[src/rtl/cartridge_bank_controller_macros.svh]
// assertion macros for the cartridge bank controller
// used by the top level only, no dependencies
`ifndef CARTRIDGE_BANK_CONTROLLER_MACROS_SVH
`define CARTRIDGE_BANK_CONTROLLER_MACROS_SVH

// same-cycle implication
`define CBC_ASSERT_SAME(label, clk, rst, ante, cons) \
   label: assert property (@(posedge clk) disable iff (rst) (ante) |-> (cons)) \
      else $error("cbc assertion failed");

// next-cycle implication
`define CBC_ASSERT_NEXT(label, clk, rst, ante, cons) \
   label: assert property (@(posedge clk) disable iff (rst) (ante) |=> (cons)) \
      else $error("cbc assertion failed");

`endif

[src/rtl/cbc_ram.sv]
// generic single-port ram with registered read
// no dependencies
`default_nettype none

module cbc_ram #(
   parameter int WIDTH = 8,
   parameter int DEPTH = 256
) (
   input  wire logic                     clock,
   input  wire logic                     wr_en,
   input  wire logic                     rd_en,
   input  wire logic [$clog2(DEPTH)-1:0] addr,
   input  wire logic [WIDTH-1:0]         wr_data,
   output logic      [WIDTH-1:0]         rd_data
);

   logic [WIDTH-1:0] mem [DEPTH];
   logic [WIDTH-1:0] rd_data_ff;

   always_ff @(posedge clock) begin
      if (wr_en) begin
         mem[addr] <= wr_data;
      end
      if (rd_en) begin
         rd_data_ff <= mem[addr];
      end
   end

   assign rd_data = rd_data_ff;

endmodule

`default_nettype wire

[config.mk]
export PLATFORM = sky130hd
export DESIGN_NAME = cbc_ram
export DESIGN_NICKNAME = d
export VERILOG_FILES = /design/src/rtl/cartridge_bank_controller_macros.svh /design/src/rtl/cbc_ram.sv
export SDC_FILE = /design/constraint.sdc
export NUM_CORES = 2
export LEC_CHECK = 0
export BUFFER_PORTS_ARGS = -buffer_cell sky130_fd_sc_hd__buf_2
export CORE_MARGIN = 2
export CORE_UTILIZATION = 55
export DETAILED_ROUTE_END_ITERATION = 10
export GPL_TIMING_DRIVEN = 0
export PLACE_DENSITY_LB_ADDON = 0.08
export SLEW_MARGIN = 25
export SYNTH_ARGS = -nofsm -noshare
export SYNTH_HDL_FRONTEND = slang
export SYNTH_SLANG_ARGS = --single-unit
[constraint.sdc]
create_clock -name clock -period 2.87 [get_ports clock]
set_clock_uncertainty 0.15 [all_clocks]
set_input_delay 0.287 -clock clock [delete_from_list [all_inputs] [get_ports clock]]
set_output_delay 0.287 -clock clock [all_outputs]
set_load 0.01 [all_outputs]
Word level (Yosys, flattened, before mapping)
Memory sizes are Yosys's and may differ from the RTL's. A register that Yosys moved wholly into a read port is not among the register bits.
Index checks and enable logic that the tools add are counted.

cells by class
  add/subtract/negate cells = 0
  multiply operators = 0
  div/mod/pow operators = 0
  $lt $le $gt $ge = 0
  equal/unequal tests = 0
  shifts and indexed selects = 0
  mux-type cells = 2
  bitwise logic cells = 0
  reductions and logical operators = 0

operator list
  cell              count
  2-to-1 mux 1 bit  2

word-level totals
  flip-flop bits (word level) = 0
  latch bits = 0
  bits in writable memories = 2,048
  ROM bits = 0
  bits of input ports = 19
  output and inout bits = 8
  word-level logic and storage cells = 3
  memories kept = 1

memories
  memory  words  width  read ports  clocked after memory_dff  wr ports  line           source
  mem     256    8      1           1                         1         cbc_ram.sv:17  logic [WIDTH-1:0] mem [DEPTH];

Longest topological paths before layout
  depth after elaboration = 2
  depth in mapped cells = 10
  gate-level depth less buffers = 5

Least setup slack after synthesis
Ideal clock, no wire load.

  path kind = in2reg
  from = input port addr[1]
  to = memory mem[111][0] (enable)
  setup time = 0.370 ns
  data arrival time = 2.136 ns
  required time = 2.350 ns
  setup slack = 0.214 ns
  cell stages on the path = 9
  path buffers = 5
  cell sequence = buf_2 -> clkbuf_1 -> clkbuf_1 -> nand2_1 -> buf_2 -> nor2_1 -> nand2_1 -> clkbuf_1 -> nor2_1

RTL lines
  what             line           source
  start, declared  cbc_ram.sv:12  input wire logic [$clog2(DEPTH)-1:0] addr,
  end, declared    cbc_ram.sv:17

Straight into the memory's write port.

==> reports/summary.txt <==
status -> complete, but fails checks
failing checks -> negative setup slack
Starting Density -> 0.554
Hold Path Cell Cnt -> 2
xor and xnor area share after synthesis -> 0
area share of fa/ha/maj cells after synthesis -> 0
crit-path cells -> buf_2, nor2b_1, clkbuf_4, buf_4, clkbuf_2, a22oi_2, a21oi_4, o41ai_4, nand4_1
routed wire length -> 210000 µm
Sink Count -> 2056
setup TNS -> -1.10 ns
Pint -> 48200 µW
Leak -> 0.0272 µW
setup repair bufs after CTS -> 0
Final Max Slew Viols -> 0
register area share after synthesis -> 0.786
cell row count -> 138
PnR worst setup slack -> -0.170 ns
final hold vios -> 0
Util after Layout -> 0.635
fraction of layout cells with a size suffix above 1 -> 0.318
Net count, final -> 3834
Tcrit/Tclk final -> 1.06
ANT nets after route -> 0
Num CTS Buffers -> 200
most common cell after layout, fill and taps aside -> edfxtp_1
floorplan core area -> 142000 µm²
# DRC -> 0
CTS tree -> yes
EDFF count, synth -> 2056
Levels on crit path -> 9
DP Area -> 82300 µm²
hold_ws -> 0.198 ns
Synth Area in Compound Gates -> 0.0362
final instance area -> 90100 µm²
largest family of logic cells by synthesized area -> multiplexers
CP delay by family, top -> buffers and inverters
RSZ-0062 raised after global routing -> true
largest fanout on the critical path -> 10
Die Y-Extent -> 382 µm
final setup vio count -> 22
Warnings, synthesis -> 0
slowest CP cell -> o41ai_4
worst path bufs/invs -> 4
GPL Wtd Cong -> 0.944
Overflow after GRT -> 0
Post-Syn Nets -> 3566
initial antenna violation count -> 7
Crit path arrival time -> 3.33 ns
Clk pin slew, worst setup/hold paths -> 0.06 ns
Final min period -> 3.04 ns
number of port buffers -> 22
Rel. slew slack -> 0.268
critical path class -> primary input to register
Pre-antenna DRT Iters -> 6
Vias -> 39100
Cells after Synth -> 3547
most frequent cells in the layout -> edfxtp_1 (2056), mux4_2 (512), a22oi_1 (236)
GRT Util Overall -> 0.292
simple-gate share of the synthesized area -> 0.0173
Clock Path Buffers -> 3
Most used DFF post-synth -> edfxtp_1
clk_lat worst skew -> 0.84 ns
Largest stage delay, worst path -> 0.57 ns
Clk pwr share -> 0.408
H-tree lvl count -> 4
Worst VDD drop -> 546 µV
Tightest Pin Transition -> 1.10 ns
synthesized area -> 78600 µm²
Die Wd -> 382 µm
Netlist cell types -> 21
post-detail-place hpwl -> 142000 µm
startpoint types -> primary input
Hold/Removal Path Class -> primary input to register
multiplexer share of the synthesized area -> 0.147
pin count of the biggest net entering global routing -> 125
fillers -> 9375
Max Fclk -> 0.329 GHz
vias in the first global route -> 39500
FFs w/ async S/R, synth -> 0
first-pass GRT wire length -> 295000 µm
full die area -> 146000 µm²
PwrDens -> 682 nW/µm²
Critical Path Sink Type -> register
FF+latch count, synth -> 2056
area added between synthesis and finish -> 14.6%
switching share of total power -> 0.215
Avg Cell Area, Syn -> 22.2 µm²
critical path required time -> 3.16 ns
combinational power share -> 0.053
DRT iter0 DRCs -> 5333
Sequential Power Share -> 0.540
reg2reg path depth -> 5
root buffer cell -> clkbuf_16
Ports -> 27
vias per cell -> 6.67
MaxCap Viol Count -> 0
Psw -> 13200 µW
WL/cell -> 35.9 µm
flip-flops by register name (all words and copies together) (netlist names):
| signal | count |
|---|---|
| mem | 2048 |
| rd_data | 8 |
what timing repair did:
item	4_1_cts	5_1_grt
gates resized for setup	387	71
hold buffers	9	0
pin swaps	18	11
setup endpoints to repair	1804	918
hold endpoints to repair	710	0
worst paths after layout:
check | start | end | slack [ns]
min reg2reg | mem[15][1] | rd_data[1] | 1.12
max reg2reg | mem[191][3] | rd_data[3] | -0.11
max | addr[2] | rd_data[3] | -0.17
min | rd_en | rd_data[3] | 0.20
layout make-up:
| cell class | count | area, µm² | area share |
|---|---|---|---|
| clock buffer | 250 | 5300 | 0.0588 |
| inverter | 1 | 3.75 | 0.0000417 |
| clock inverter | 116 | 880 | 0.00977 |
| tap | 1890 | 2360 | 0.0263 |
| multi-input combinational | 1258 | 17200 | 0.191 |
| buffer | 232 | 1350 | 0.0150 |
| timing repair buffer | 66 | 1180 | 0.0131 |
| sequential | 2056 | 61700 | 0.686 |
| antenna | 1 | 2.50 | 0.0000278 |
metrics by stage:
stage	power [µW]	setup WS (ns)	cells
3_3_place_gp	36700	-3.22	5459
2_1_floorplan	35200	0.214	3547
3_5_place_dp	36800	-2.70	5494
4_1_cts	61500	-0.145	5869
5_1_grt	62800	-0.0557	5870
6_report	61400	-0.170	5870
cells by family (layout without fill, tap and decap cells):
family / after synthesis / count (layout)
AO/OA/AOI/OAI: 416 / 416
AND/OR/NAND/NOR: 330 / 330
other: 0 / 1
flip-flops: 2056 / 2056
multiplexers: 512 / 512
buffers and inverters: 233 / 665
synthesized netlist by cell type, drive strengths merged (3+ instances only):
cell / number / area [µm²]
nand2b: 6 / 37.5
mux4: 512 / 11500
nor2: 232 / 871
and2: 3 / 18.8
nor2b: 7 / 43.8
a21oi: 128 / 641
clkbuf: 145 / 544
a22oi: 256 / 1920
nand4: 8 / 50.1
nor3: 30 / 150
nand2: 28 / 105
o41ai: 32 / 280
nand3: 13 / 65.1
edfxtp: 2056 / 61700
buf: 87 / 552
routing by layer:
metal	track usage	part of all wire
met4	0.122	0.042
met2	0.453	0.48
met3	0.0772	0.11
met5	0	0.00023
met1	0.399	0.37
power groups by stage:
stage               Sequential, µW  Clock, µW  Combinational, µW
CTS                          33100      25200               3200
floorplan                    33800          0               1470
finish                       33100      25000               3240
global route                 33100      26400               3360
global placement             33900          0               2850
detailed placement           33800          0               3060
Note: power is estimated with default switching activity, not from simulation.
