`src/rtl/cartridge_bank_controller_macros.svh`:
```
// assertion macros for the cartridge bank controller
// used by the top level only, no dependencies
`ifndef CARTRIDGE_BANK_CONTROLLER_MACROS_SVH
`define CARTRIDGE_BANK_CONTROLLER_MACROS_SVH

// same-cycle implication
`define CBC_ASSERT_SAME(label, clk, rst, ante, cons) \
   label: assert property (@(posedge clk) disable iff (rst) (ante) |-> (cons)) \
      else $error("cbc assertion failed");

// next-cycle implication
`define CBC_ASSERT_NEXT(label, clk, rst, ante, cons) \
   label: assert property (@(posedge clk) disable iff (rst) (ante) |=> (cons)) \
      else $error("cbc assertion failed");

`endif

```
`src/rtl/cbc_pkg.sv`:
```
// types, constants and decode functions of the cartridge bank controller
// no dependencies
`default_nettype none

package cbc_pkg;

   localparam int RAM_BANK_BYTES = 8192;
   localparam int RAM_BANK_COUNT = 4;
   localparam int STORE_BYTES    = RAM_BANK_BYTES * RAM_BANK_COUNT;
   localparam int RAM_ADDR_W     = $clog2(STORE_BYTES);
   localparam int OFFSET_W       = 13;
   localparam int RAM_BANK_W     = 2;
   localparam int ROM_BANK_W     = 8;
   localparam int BYTE_W         = 8;
   localparam int RAM_IDX_W      = RAM_BANK_W + OFFSET_W + 1;
   localparam int CSR_INDEX_W    = 2;

   localparam logic [BYTE_W-1:0] IDLE_BYTE       = 8'hFF;
   localparam logic [BYTE_W-1:0] RAM_ENABLE_BITS = 8'h0A;

   typedef enum logic [2:0] {
      REQ_RAM_ENABLE = 3'd0,
      REQ_LOW_BANK   = 3'd1,
      REQ_HIGH_BANK  = 3'd2,
      REQ_MODE       = 3'd3,
      REQ_RAM_READ   = 3'd4,
      REQ_RAM_WRITE  = 3'd5
   } req_kind_type;

   typedef enum logic [CSR_INDEX_W-1:0] {
      CSR_CART_TYPE = 2'd0,
      CSR_ROM_SIZE  = 2'd1,
      CSR_RAM_SIZE  = 2'd2
   } csr_index_type;

   typedef enum logic [2:0] {
      CTL_NONE,
      CTL_MBC1,
      CTL_MBC2,
      CTL_MBC3,
      CTL_MBC5
   } ctl_kind_type;

   typedef struct packed {
      logic [ROM_BANK_W-1:0] rom_bank;
      logic [RAM_BANK_W-1:0] ram_bank;
      logic                  ram_on;
      logic                  ram_ok;
   } bank_status_type;

   function automatic ctl_kind_type cart_ctl_kind(input logic [7:0] code);
      ctl_kind_type k;
      unique case (code)
         8'h01, 8'h02, 8'h03:                      k = CTL_MBC1;
         8'h05, 8'h06:                             k = CTL_MBC2;
         8'h0F, 8'h10, 8'h11, 8'h12, 8'h13:        k = CTL_MBC3;
         8'h19, 8'h1A, 8'h1B, 8'h1C, 8'h1D, 8'h1E: k = CTL_MBC5;
         default:                                  k = CTL_NONE;
      endcase
      return k;
   endfunction

   function automatic logic cart_ram_fitted(input logic [7:0] code);
      logic f;
      unique case (code)
         8'h03, 8'h0F, 8'h10, 8'h13, 8'h1B, 8'h1E: f = 1'b1;
         default:                                  f = 1'b0;
      endcase
      return f;
   endfunction

   function automatic logic [ROM_BANK_W-1:0] rom_bank_mask(input logic [3:0] code);
      logic [16:0] m;
      m = (17'd2 << code) - 17'd1;
      return m[ROM_BANK_W-1:0];
   endfunction

endpackage

`default_nettype wire

```
`src/rtl/cbc_regs.sv`:
```
// configuration and bank control registers with next-value decode
// depends on cbc_pkg
`default_nettype none

module cbc_regs import cbc_pkg::*; (
   input  wire logic                   clock,
   input  wire logic                   reset,
   input  wire logic                   csr_write_en,
   input  wire logic [CSR_INDEX_W-1:0] csr_index,
   input  wire logic [BYTE_W-1:0]      csr_write_data,
   input  wire logic                   accept,
   input  wire logic [2:0]             kind,
   input  wire logic [BYTE_W-1:0]      write_data,
   output bank_status_type             status
);

   logic [7:0]            cart_type_ff;
   logic [3:0]            rom_size_ff;
   logic [7:0]            ram_size_ff;
   logic [ROM_BANK_W-1:0] rom_bank_ff, rom_bank_in;
   logic [RAM_BANK_W-1:0] ram_bank_ff, ram_bank_in;
   logic                  ram_on_ff, ram_on_in;
   logic                  adv_mode_ff, adv_mode_in;

   ctl_kind_type          ctl;
   logic [ROM_BANK_W-1:0] mask;
   logic [ROM_BANK_W-1:0] low_d;
   logic                  switchable;

   always_ff @(posedge clock) begin
      if (reset) begin
         cart_type_ff <= '0;
         rom_size_ff  <= '0;
         ram_size_ff  <= '0;
         rom_bank_ff  <= ROM_BANK_W'(1);
         ram_bank_ff  <= '0;
         ram_on_ff    <= 1'b0;
         adv_mode_ff  <= 1'b0;
      end else begin
         if (csr_write_en) begin
            unique case (csr_index)
               CSR_CART_TYPE: cart_type_ff <= csr_write_data;
               CSR_ROM_SIZE:  rom_size_ff  <= csr_write_data[3:0];
               CSR_RAM_SIZE:  ram_size_ff  <= csr_write_data;
               default: ;
            endcase
         end
         rom_bank_ff <= rom_bank_in;
         ram_bank_ff <= ram_bank_in;
         ram_on_ff   <= ram_on_in;
         adv_mode_ff <= adv_mode_in;
      end
   end

   always_comb begin
      ctl         = cart_ctl_kind(cart_type_ff);
      mask        = rom_bank_mask(rom_size_ff);
      low_d       = write_data & mask;
      switchable  = (ram_size_ff == 8'd3) || (ram_size_ff == 8'd4) || (ram_size_ff == 8'd5);
      rom_bank_in = rom_bank_ff;
      ram_bank_in = ram_bank_ff;
      ram_on_in   = ram_on_ff;
      adv_mode_in = adv_mode_ff;
      if (accept) begin
         unique case (kind)
            REQ_RAM_ENABLE: ram_on_in = |(write_data & RAM_ENABLE_BITS);
            REQ_LOW_BANK: begin
               unique case (ctl)
                  CTL_MBC1: rom_bank_in = {rom_bank_ff[7:5],
                     (low_d[4:0] == 5'd0) ? 5'd1 : low_d[4:0]};
                  CTL_MBC2: rom_bank_in = {rom_bank_ff[7:4],
                     (low_d[3:0] == 4'd0) ? 4'd1 : low_d[3:0]};
                  CTL_MBC3: rom_bank_in = {rom_bank_ff[7],
                     (low_d[6:0] == 7'd0) ? 7'd1 : low_d[6:0]};
                  CTL_MBC5: rom_bank_in = low_d;
                  default: ;
               endcase
            end
            REQ_HIGH_BANK: begin
               unique case (ctl)
                  CTL_MBC1: begin
                     if (!adv_mode_ff) begin
                        rom_bank_in = {1'b0, write_data[1:0], rom_bank_ff[4:0]} & mask;
                     end else if (switchable) begin
                        ram_bank_in = write_data[1:0];
                     end
                  end
                  CTL_MBC3: begin
                     if (switchable) begin
                        ram_bank_in = write_data[1:0];
                     end
                  end
                  default: ;
               endcase
            end
            REQ_MODE: adv_mode_in = write_data[0];
            default: ;
         endcase
      end
   end

   assign status.rom_bank = rom_bank_in;
   assign status.ram_bank = ram_bank_in;
   assign status.ram_on   = ram_on_in;
   assign status.ram_ok   = cart_ram_fitted(cart_type_ff) && ram_on_ff;

endmodule

`default_nettype wire

```
`config.mk`:
```
export PLATFORM = sky130hd
export DESIGN_NAME = cbc_regs
export DESIGN_NICKNAME = d
export VERILOG_FILES = /design/src/rtl/cartridge_bank_controller_macros.svh /design/src/rtl/cbc_pkg.sv /design/src/rtl/cbc_regs.sv
export SDC_FILE = /design/constraint.sdc
export NUM_CORES = 1
export LEC_CHECK = 0
export BUFFER_PORTS_ARGS = -buffer_cell sky130_fd_sc_hd__buf_2
export CAP_MARGIN = 15
export CORE_MARGIN = 2
export CORE_UTILIZATION = 48
export CTS_BUF_LIST = sky130_fd_sc_hd__clkbuf_16
export DETAILED_ROUTE_END_ITERATION = 10
export GPL_TIMING_DRIVEN = 0
export PLACE_DENSITY = 0.73
export SLEW_MARGIN = 20
export SYNTH_ARGS = -nofsm -noshare
export SYNTH_HDL_FRONTEND = slang
export SYNTH_SLANG_ARGS = --single-unit
```
`constraint.sdc`:
```
create_clock -name clock -period 2.25 [get_ports clock]
set_input_delay 0.1125 -clock clock [delete_from_list [all_inputs] [get_ports clock]]
set_output_delay 0.1125 -clock clock [all_outputs]
set_load 0.02 [all_outputs]
```
; Yosys cells after proc, flatten, opt, wreduce, memory -nomap -nowiden
; Memories as Yosys holds them, arrays and structs flattened. A register that Yosys moved wholly into a read port is not among the register bits.
; Index checks and enable logic that the tools add are counted.
[totals]
romBits = 96
word_cells = 64
out_inout_bits = 12
ff_bits = 32
mem_count = 1
[memory_table]
columns = name, words, width, rd, rd_ports_with_merged_regs, wr, line
row1 = (no name shown), 32, 3, 1, 1, 0, cbc_pkg.sv:53  ; unique case (code)
[op_classes]
add_sub_neg = 1
n_bitwise = 2
n_shift = 1
n_reduce_logical = 15
muxes = 19
n_eq_ne = 18
[ops]
columns = cell, count
row1 = "== test 8 x 5 -> 1 bit, second input constant", 4
row2 = one-hot mux 8 bit (4 select lines), 1
row3 = two-way mux 8 bit, 3
row4 = "== test 8 x 2 -> 1 bit, second input constant", 2
row5 = "== test 8 x 3 -> 1 bit, second input constant", 2
row6 = one-hot mux 8 bit (2 select lines), 1
row7 = two-way mux 5 bit, 3
row8 = "== test 3 x 2 -> 1 bit, second input constant", 4
row9 = bitwise AND 7 x 8 -> 8 bit, 1
row10 = bitwise AND 8 bit, 1
row11 = "== test 8 x 4 -> 1 bit, second input constant", 1
row12 = two-way mux 2 bit, 4
row13 = AND reduction 2 bit, 4
row14 = "left shift 2 x 4 -> 8 bit, first input constant", 1
row15 = "subtractor 8 x 1 -> 8 bit, second input constant", 1
row16 = logical NOT 7 bit, 1
row17 = two-way mux 7 bit, 1
row18 = "== test 3 x 1 -> 1 bit, second input constant", 2
row19 = logical NOT 3 bit, 2
row20 = OR reduction 6 bit, 1
row21 = logical NOT 5 bit, 1
row22 = logical NOT 4 bit, 1
row23 = two-way mux 4 bit, 1
row24 = one-hot mux 2 bit (2 select lines), 1
row25 = other kinds (9), 12

; Longest topological paths before layout
[logic_depth]
ltp_word = 8
ltp_mapped = 10
depth_no_buf = 8

; Worst setup path after synthesis
; OpenSTA, ideal clock, no wires.
[synth_path]
kind = register to output
start = register rom_size_ff[3]
end = output status[4] (netlist name)
path_buffers = 2
required_time_ns = 2.138
stages_incl_launch_ff = 10
arrival_time_ns = 2.191
setup_slack_ns = -0.053
cell_sequence = dfxtp_1 buf_4 or4_4 ha_1 clkbuf_1 nor4_1 a21o_1 a32oi_1 a221oi_1 nor2_1
[synth_rtl]
columns = item, line
row1 = from (decl), cbc_regs.sv:18  ; logic [3:0] rom_size_ff;
row2 = from (signal assigned), cbc_regs.sv:43  ; CSR_ROM_SIZE: rom_size_ff <= csr_write_data[3:0];
row3 = to (decl), cbc_regs.sv:14  ; output bank_status_type status

==> Implementation_results.wiki <==
{| class="wikitable"
! Metric !! Value
|-
| Clock edge transition at the registers on the reported setup and hold paths || 0.06 ns
|-
| Largest delay contributor family on the critical path || simple AND/OR/NAND/NOR gates
|-
| Post-route standard cell area excluding fillers || 2830 sq um
|-
| Cells along the critical path || clkbuf_8 > or4_4 > ha_4 > nor4_4 > a21o_1 > a32oi_2 > a221oi_2 > nor2_2 > buf_6
|-
| DRC violation count after routing || 0
|-
| Transition time at the pin with the least slew margin || 0.593 ns
|-
| Critical Path End Type || output port
|-
| TritonCTS clock tree || built
|-
| Start of the worst register-to-register path || rom_size_ff[1]$_SDFFE_PP0P_
|-
| Sequential Power Share || 37.3%
|-
| Internal power component || 1.31 mW
|-
| RSZ-0062 raised after global routing || yes
|-
| Initial core utilization || 49.8%
|-
| Worst IR drop on VDD || 0.444 mV
|-
| Antenna fix cells || 0
|-
| Clk network pwr share || 44.6%
|-
| Final worst path period share || 112%
|-
| Overall power of the completed layout || 1.76 mW
|-
| Die extent in y || 71.5 microns
|-
| GR Overflow Total || 0
|-
| Prevailing post-synth register cell || dfxtp_1
|-
| Switching component of the power || 454 uW
|-
| Fin Clk Skew || 0.00544 ns
|-
| Synthesis-to-finish area growth || 29.3%
|-
| Number of global-route vias before repair || 1,791
|-
| Cell type with the largest total area after synthesis || dfxtp_1
|-
| Post-Syn Instances || 245
|-
| Slowest-stage cell, CP || or4_4
|-
| Hold buffers post-CTS || 0
|-
| Status || finished, violations left
|-
| Half-perimeter wire length after detailed placement || 3.84 mm
|-
| Detailed Route Iter0 Violations || 130
|-
| Leading cell types in the layout, fill and taps excluded || dfxtp_1 (32), buf_2 (28), nor2_1 (26), mux2i_1 (23), buf_4 (17)
|-
| Number of max-cap violations || 0
|-
| First-pass GRT wire length || 8.43 mm
|-
| WL final || 5.63 mm
|-
| Most common cell after layout, fill and taps aside || dfxtp_1
|-
| Via density per instance || 5.76
|-
| Total Die Area || 5110 sq um
|-
| Standard-cell row count || 24
|-
| Final Setup Violations || 7
|-
| Maximum number of pins on one net before global-route repair || 12
|-
| Count of final max-slew check failures || 0
|-
| Clk Tree Root Cell || clkbuf_16
|-
| Synth warnings || 0
|-
| Part of the total power dissipated in combinational logic || 18.1%
|-
| Core Footprint || 4380 sq um
|-
| Switching share of total power || 25.8%
|-
| Number of enable-type register cells in the synthesized netlist || 0
|-
| Overall routing resource usage || 21.6%
|-
| Initial antenna violation count || 0
|-
| Synthesized area divided by synthesized cell count || 8.92 sq um
|-
| Startpoint Class || flip-flop
|-
| Total negative slack || -0.956 ns
|-
| Required @ worst endpoint || 2.14 ns
|-
| Worst hold-check path type || input pin to flip-flop
|-
| Count of endpoints failing hold in the final timing report || 0
|-
| Startpoint of the tightest hold check path || reset
|-
| Share of Yosys cell area claimed by the top area cell type || 32.1%
|-
| Leak Pwr || 1.24 nW
|-
| Critical path class || flip-flop to output port
|-
| Post-place setup slack || -0.283 ns
|-
| Remaining max-slew budget at the tightest pin || 60.5%
|-
| Buffering stage count on the worst path with inverters included || 2
|-
| Instance area at placement || 2420 sq um
|-
| I/O pin count || 37
|-
| Final worst slack || -0.274 ns
|-
| Final nets || 327
|-
| Maximum buffer depth of the clock tree || 2
|-
| Post-synthesis instance area || 2180 sq um
|-
| Antenna-violating nets left || 0
|-
| Violated checks || negative setup slack
|-
| Count of vias placed by the detailed router || 2,023
|-
| Data arrival, critical path || 2.41 ns
|-
| Synth area leaders || dfxtp_1 (32%), mux2i_1 (11%), nor2_1 (4.8%)
|-
| Share of the yosys chip area belonging to registers || 32.1%
|-
| Share of flip-flops with an asynchronous set or reset after synthesis || 0%
|-
| TritonCTS Buffers || 5
|-
| Maximum clock frequency || 0.396 GHz
|-
| Number of distinct library cells after synthesis || 66
|-
| Share of final-layout standard cells stronger than drive strength 1 || 35.5%
|-
| Die Wd || 71.5 microns
|-
| Final Wtd Congestion || 0.935
|-
| Worst setup path startpoint || rom_size_ff[1]$_SDFFE_PP0P_
|-
| Wire length per cell || 16.0 microns
|-
| Pwr dens || 623 nW/um^2
|-
| Number of optimization iterations in the first detailed-route pass || 4
|-
| Time the worst path needs with I/O delays and setup || 2.52 ns
|-
| Total nets after synthesis || 273
|-
| Clock latency on the worst-skew pair || 0.28 ns
|-
| Largest stage delay on the critical path || 0.51 ns
|-
| CTS H-tree depth || 2
|-
| Port Buf Inserts || 33
|-
| Flop and latch count out of synthesis || 35
|-
| Clock tree sinks || 35
|-
| Max Fanout on Critical Path || 10
|}
==> power by group through the flow <==
stage                     logic (mW)  clock network (mW)  registers (mW)
after global routing           0.338               0.813           0.659
after global placement         0.252                   0           0.668
after floorplan                0.183                   0           0.664
after detailed placement       0.254                   0           0.669
final                          0.319               0.786           0.657
after CTS                      0.302               0.784           0.656
==> per-stage QoR <==
stage / std cells / hold WS [ns] / utilization, %
after CTS: 349 / 0.0656 / 63.2
final: 351 / 0.0676 / 64.4
after global placement: 330 / 0.354 / 55.3
after detailed placement: 330 / 0.356 / 55.3
after global routing: 351 / 0.0797 / 64.4
after floorplan: 245 / 0.256 / -
==> per-layer routing <==
metal	wire length (microns)	GRT usage [%]	up-vias
li1	-	-	999
met1	2440	28.5	953
met2	2760	34.7	62
met3	323	4.50	9
met4	105	8.60	0
met5	0	0	-
==> sequential cells by signal, summed over array words and instances, names as in the netlist, named ones only <==
name and flops:
rom_bank_ff 8, cart_type_ff 8, ram_on_ff 1, rom_size_ff 4
ram_size_ff 8, adv_mode_ff 1, ram_bank_ff 2
==> final timing paths <==
| path | to | cells past startpoint | slack, ns |
|---|---|---|---|
| setup / recovery | status[4] | 9 | -0.27 |
| hold / removal | ram_on_ff$_SDFF_PP0_ | 2 | 0.07 |
| setup reg to reg | rom_bank_ff[3]$_SDFF_PP0_ | 12 | -0.12 |
| hold reg to reg | rom_bank_ff[6]$_SDFF_PP0_ | 2 | 0.48 |
==> cells in the mapped netlist, drive strengths merged (3+ instances only) <==
cell type	instances
dfxtp	35
mux2i	23
o31ai	3
nor4	3
nand2	14
nor2	32
inv	9
buf	7
nor2b	8
nand3b	5
a21oi	11
a211oi	3
nand4	5
nor3	7
and3	4
o21bai	3
nor4b	4
o21ai	12
ha	3
nor3b	4
clkbuf	6
nand3	4
mux2	5
==> final cells by class <==
cell class | instances | area [sq um]
fill | 375 | 1560
multi-input combinational | 187 | 1420
sequential | 35 | 704
timing repair buffer | 48 | 313
clock buffer | 5 | 125
buffer | 13 | 125
tap | 52 | 65.1
clock inverter | 2 | 37.5
inverter | 9 | 33.8
==> timing repair <==
item,4_1_cts,5_1_grt
pin swaps,11,10
buffers inserted,14,5
endpoints found under the setup margin,7,9
resized for setup,23,12
==> kinds of logic after synthesis <==
logic type      after synthesis  share of synthesized area, %
xor+xnor                      3                          1.20
flops                        35                          32.1
fa+ha+maj                     3                          1.72
simple gates                105                          29.8
mux                          28                          13.5
compound gates               48                          15.1
buf+inv                      23                          6.70
==> worst register-to-register path: stages (launching register included) <==
cell and delay, ns:
dfxtp_1 0.31, clkbuf_8 0.16, or4_4 0.51, ha_4 0.21, buf_4 0.14, xnor2_2 0.12
a21boi_1 0.17, o31ai_2 0.08, buf_4 0.14, buf_4 0.12, buf_4 0.12, buf_4 0.12
a21oi_1 0.10
Note: power is estimated with default switching activity, not from simulation.
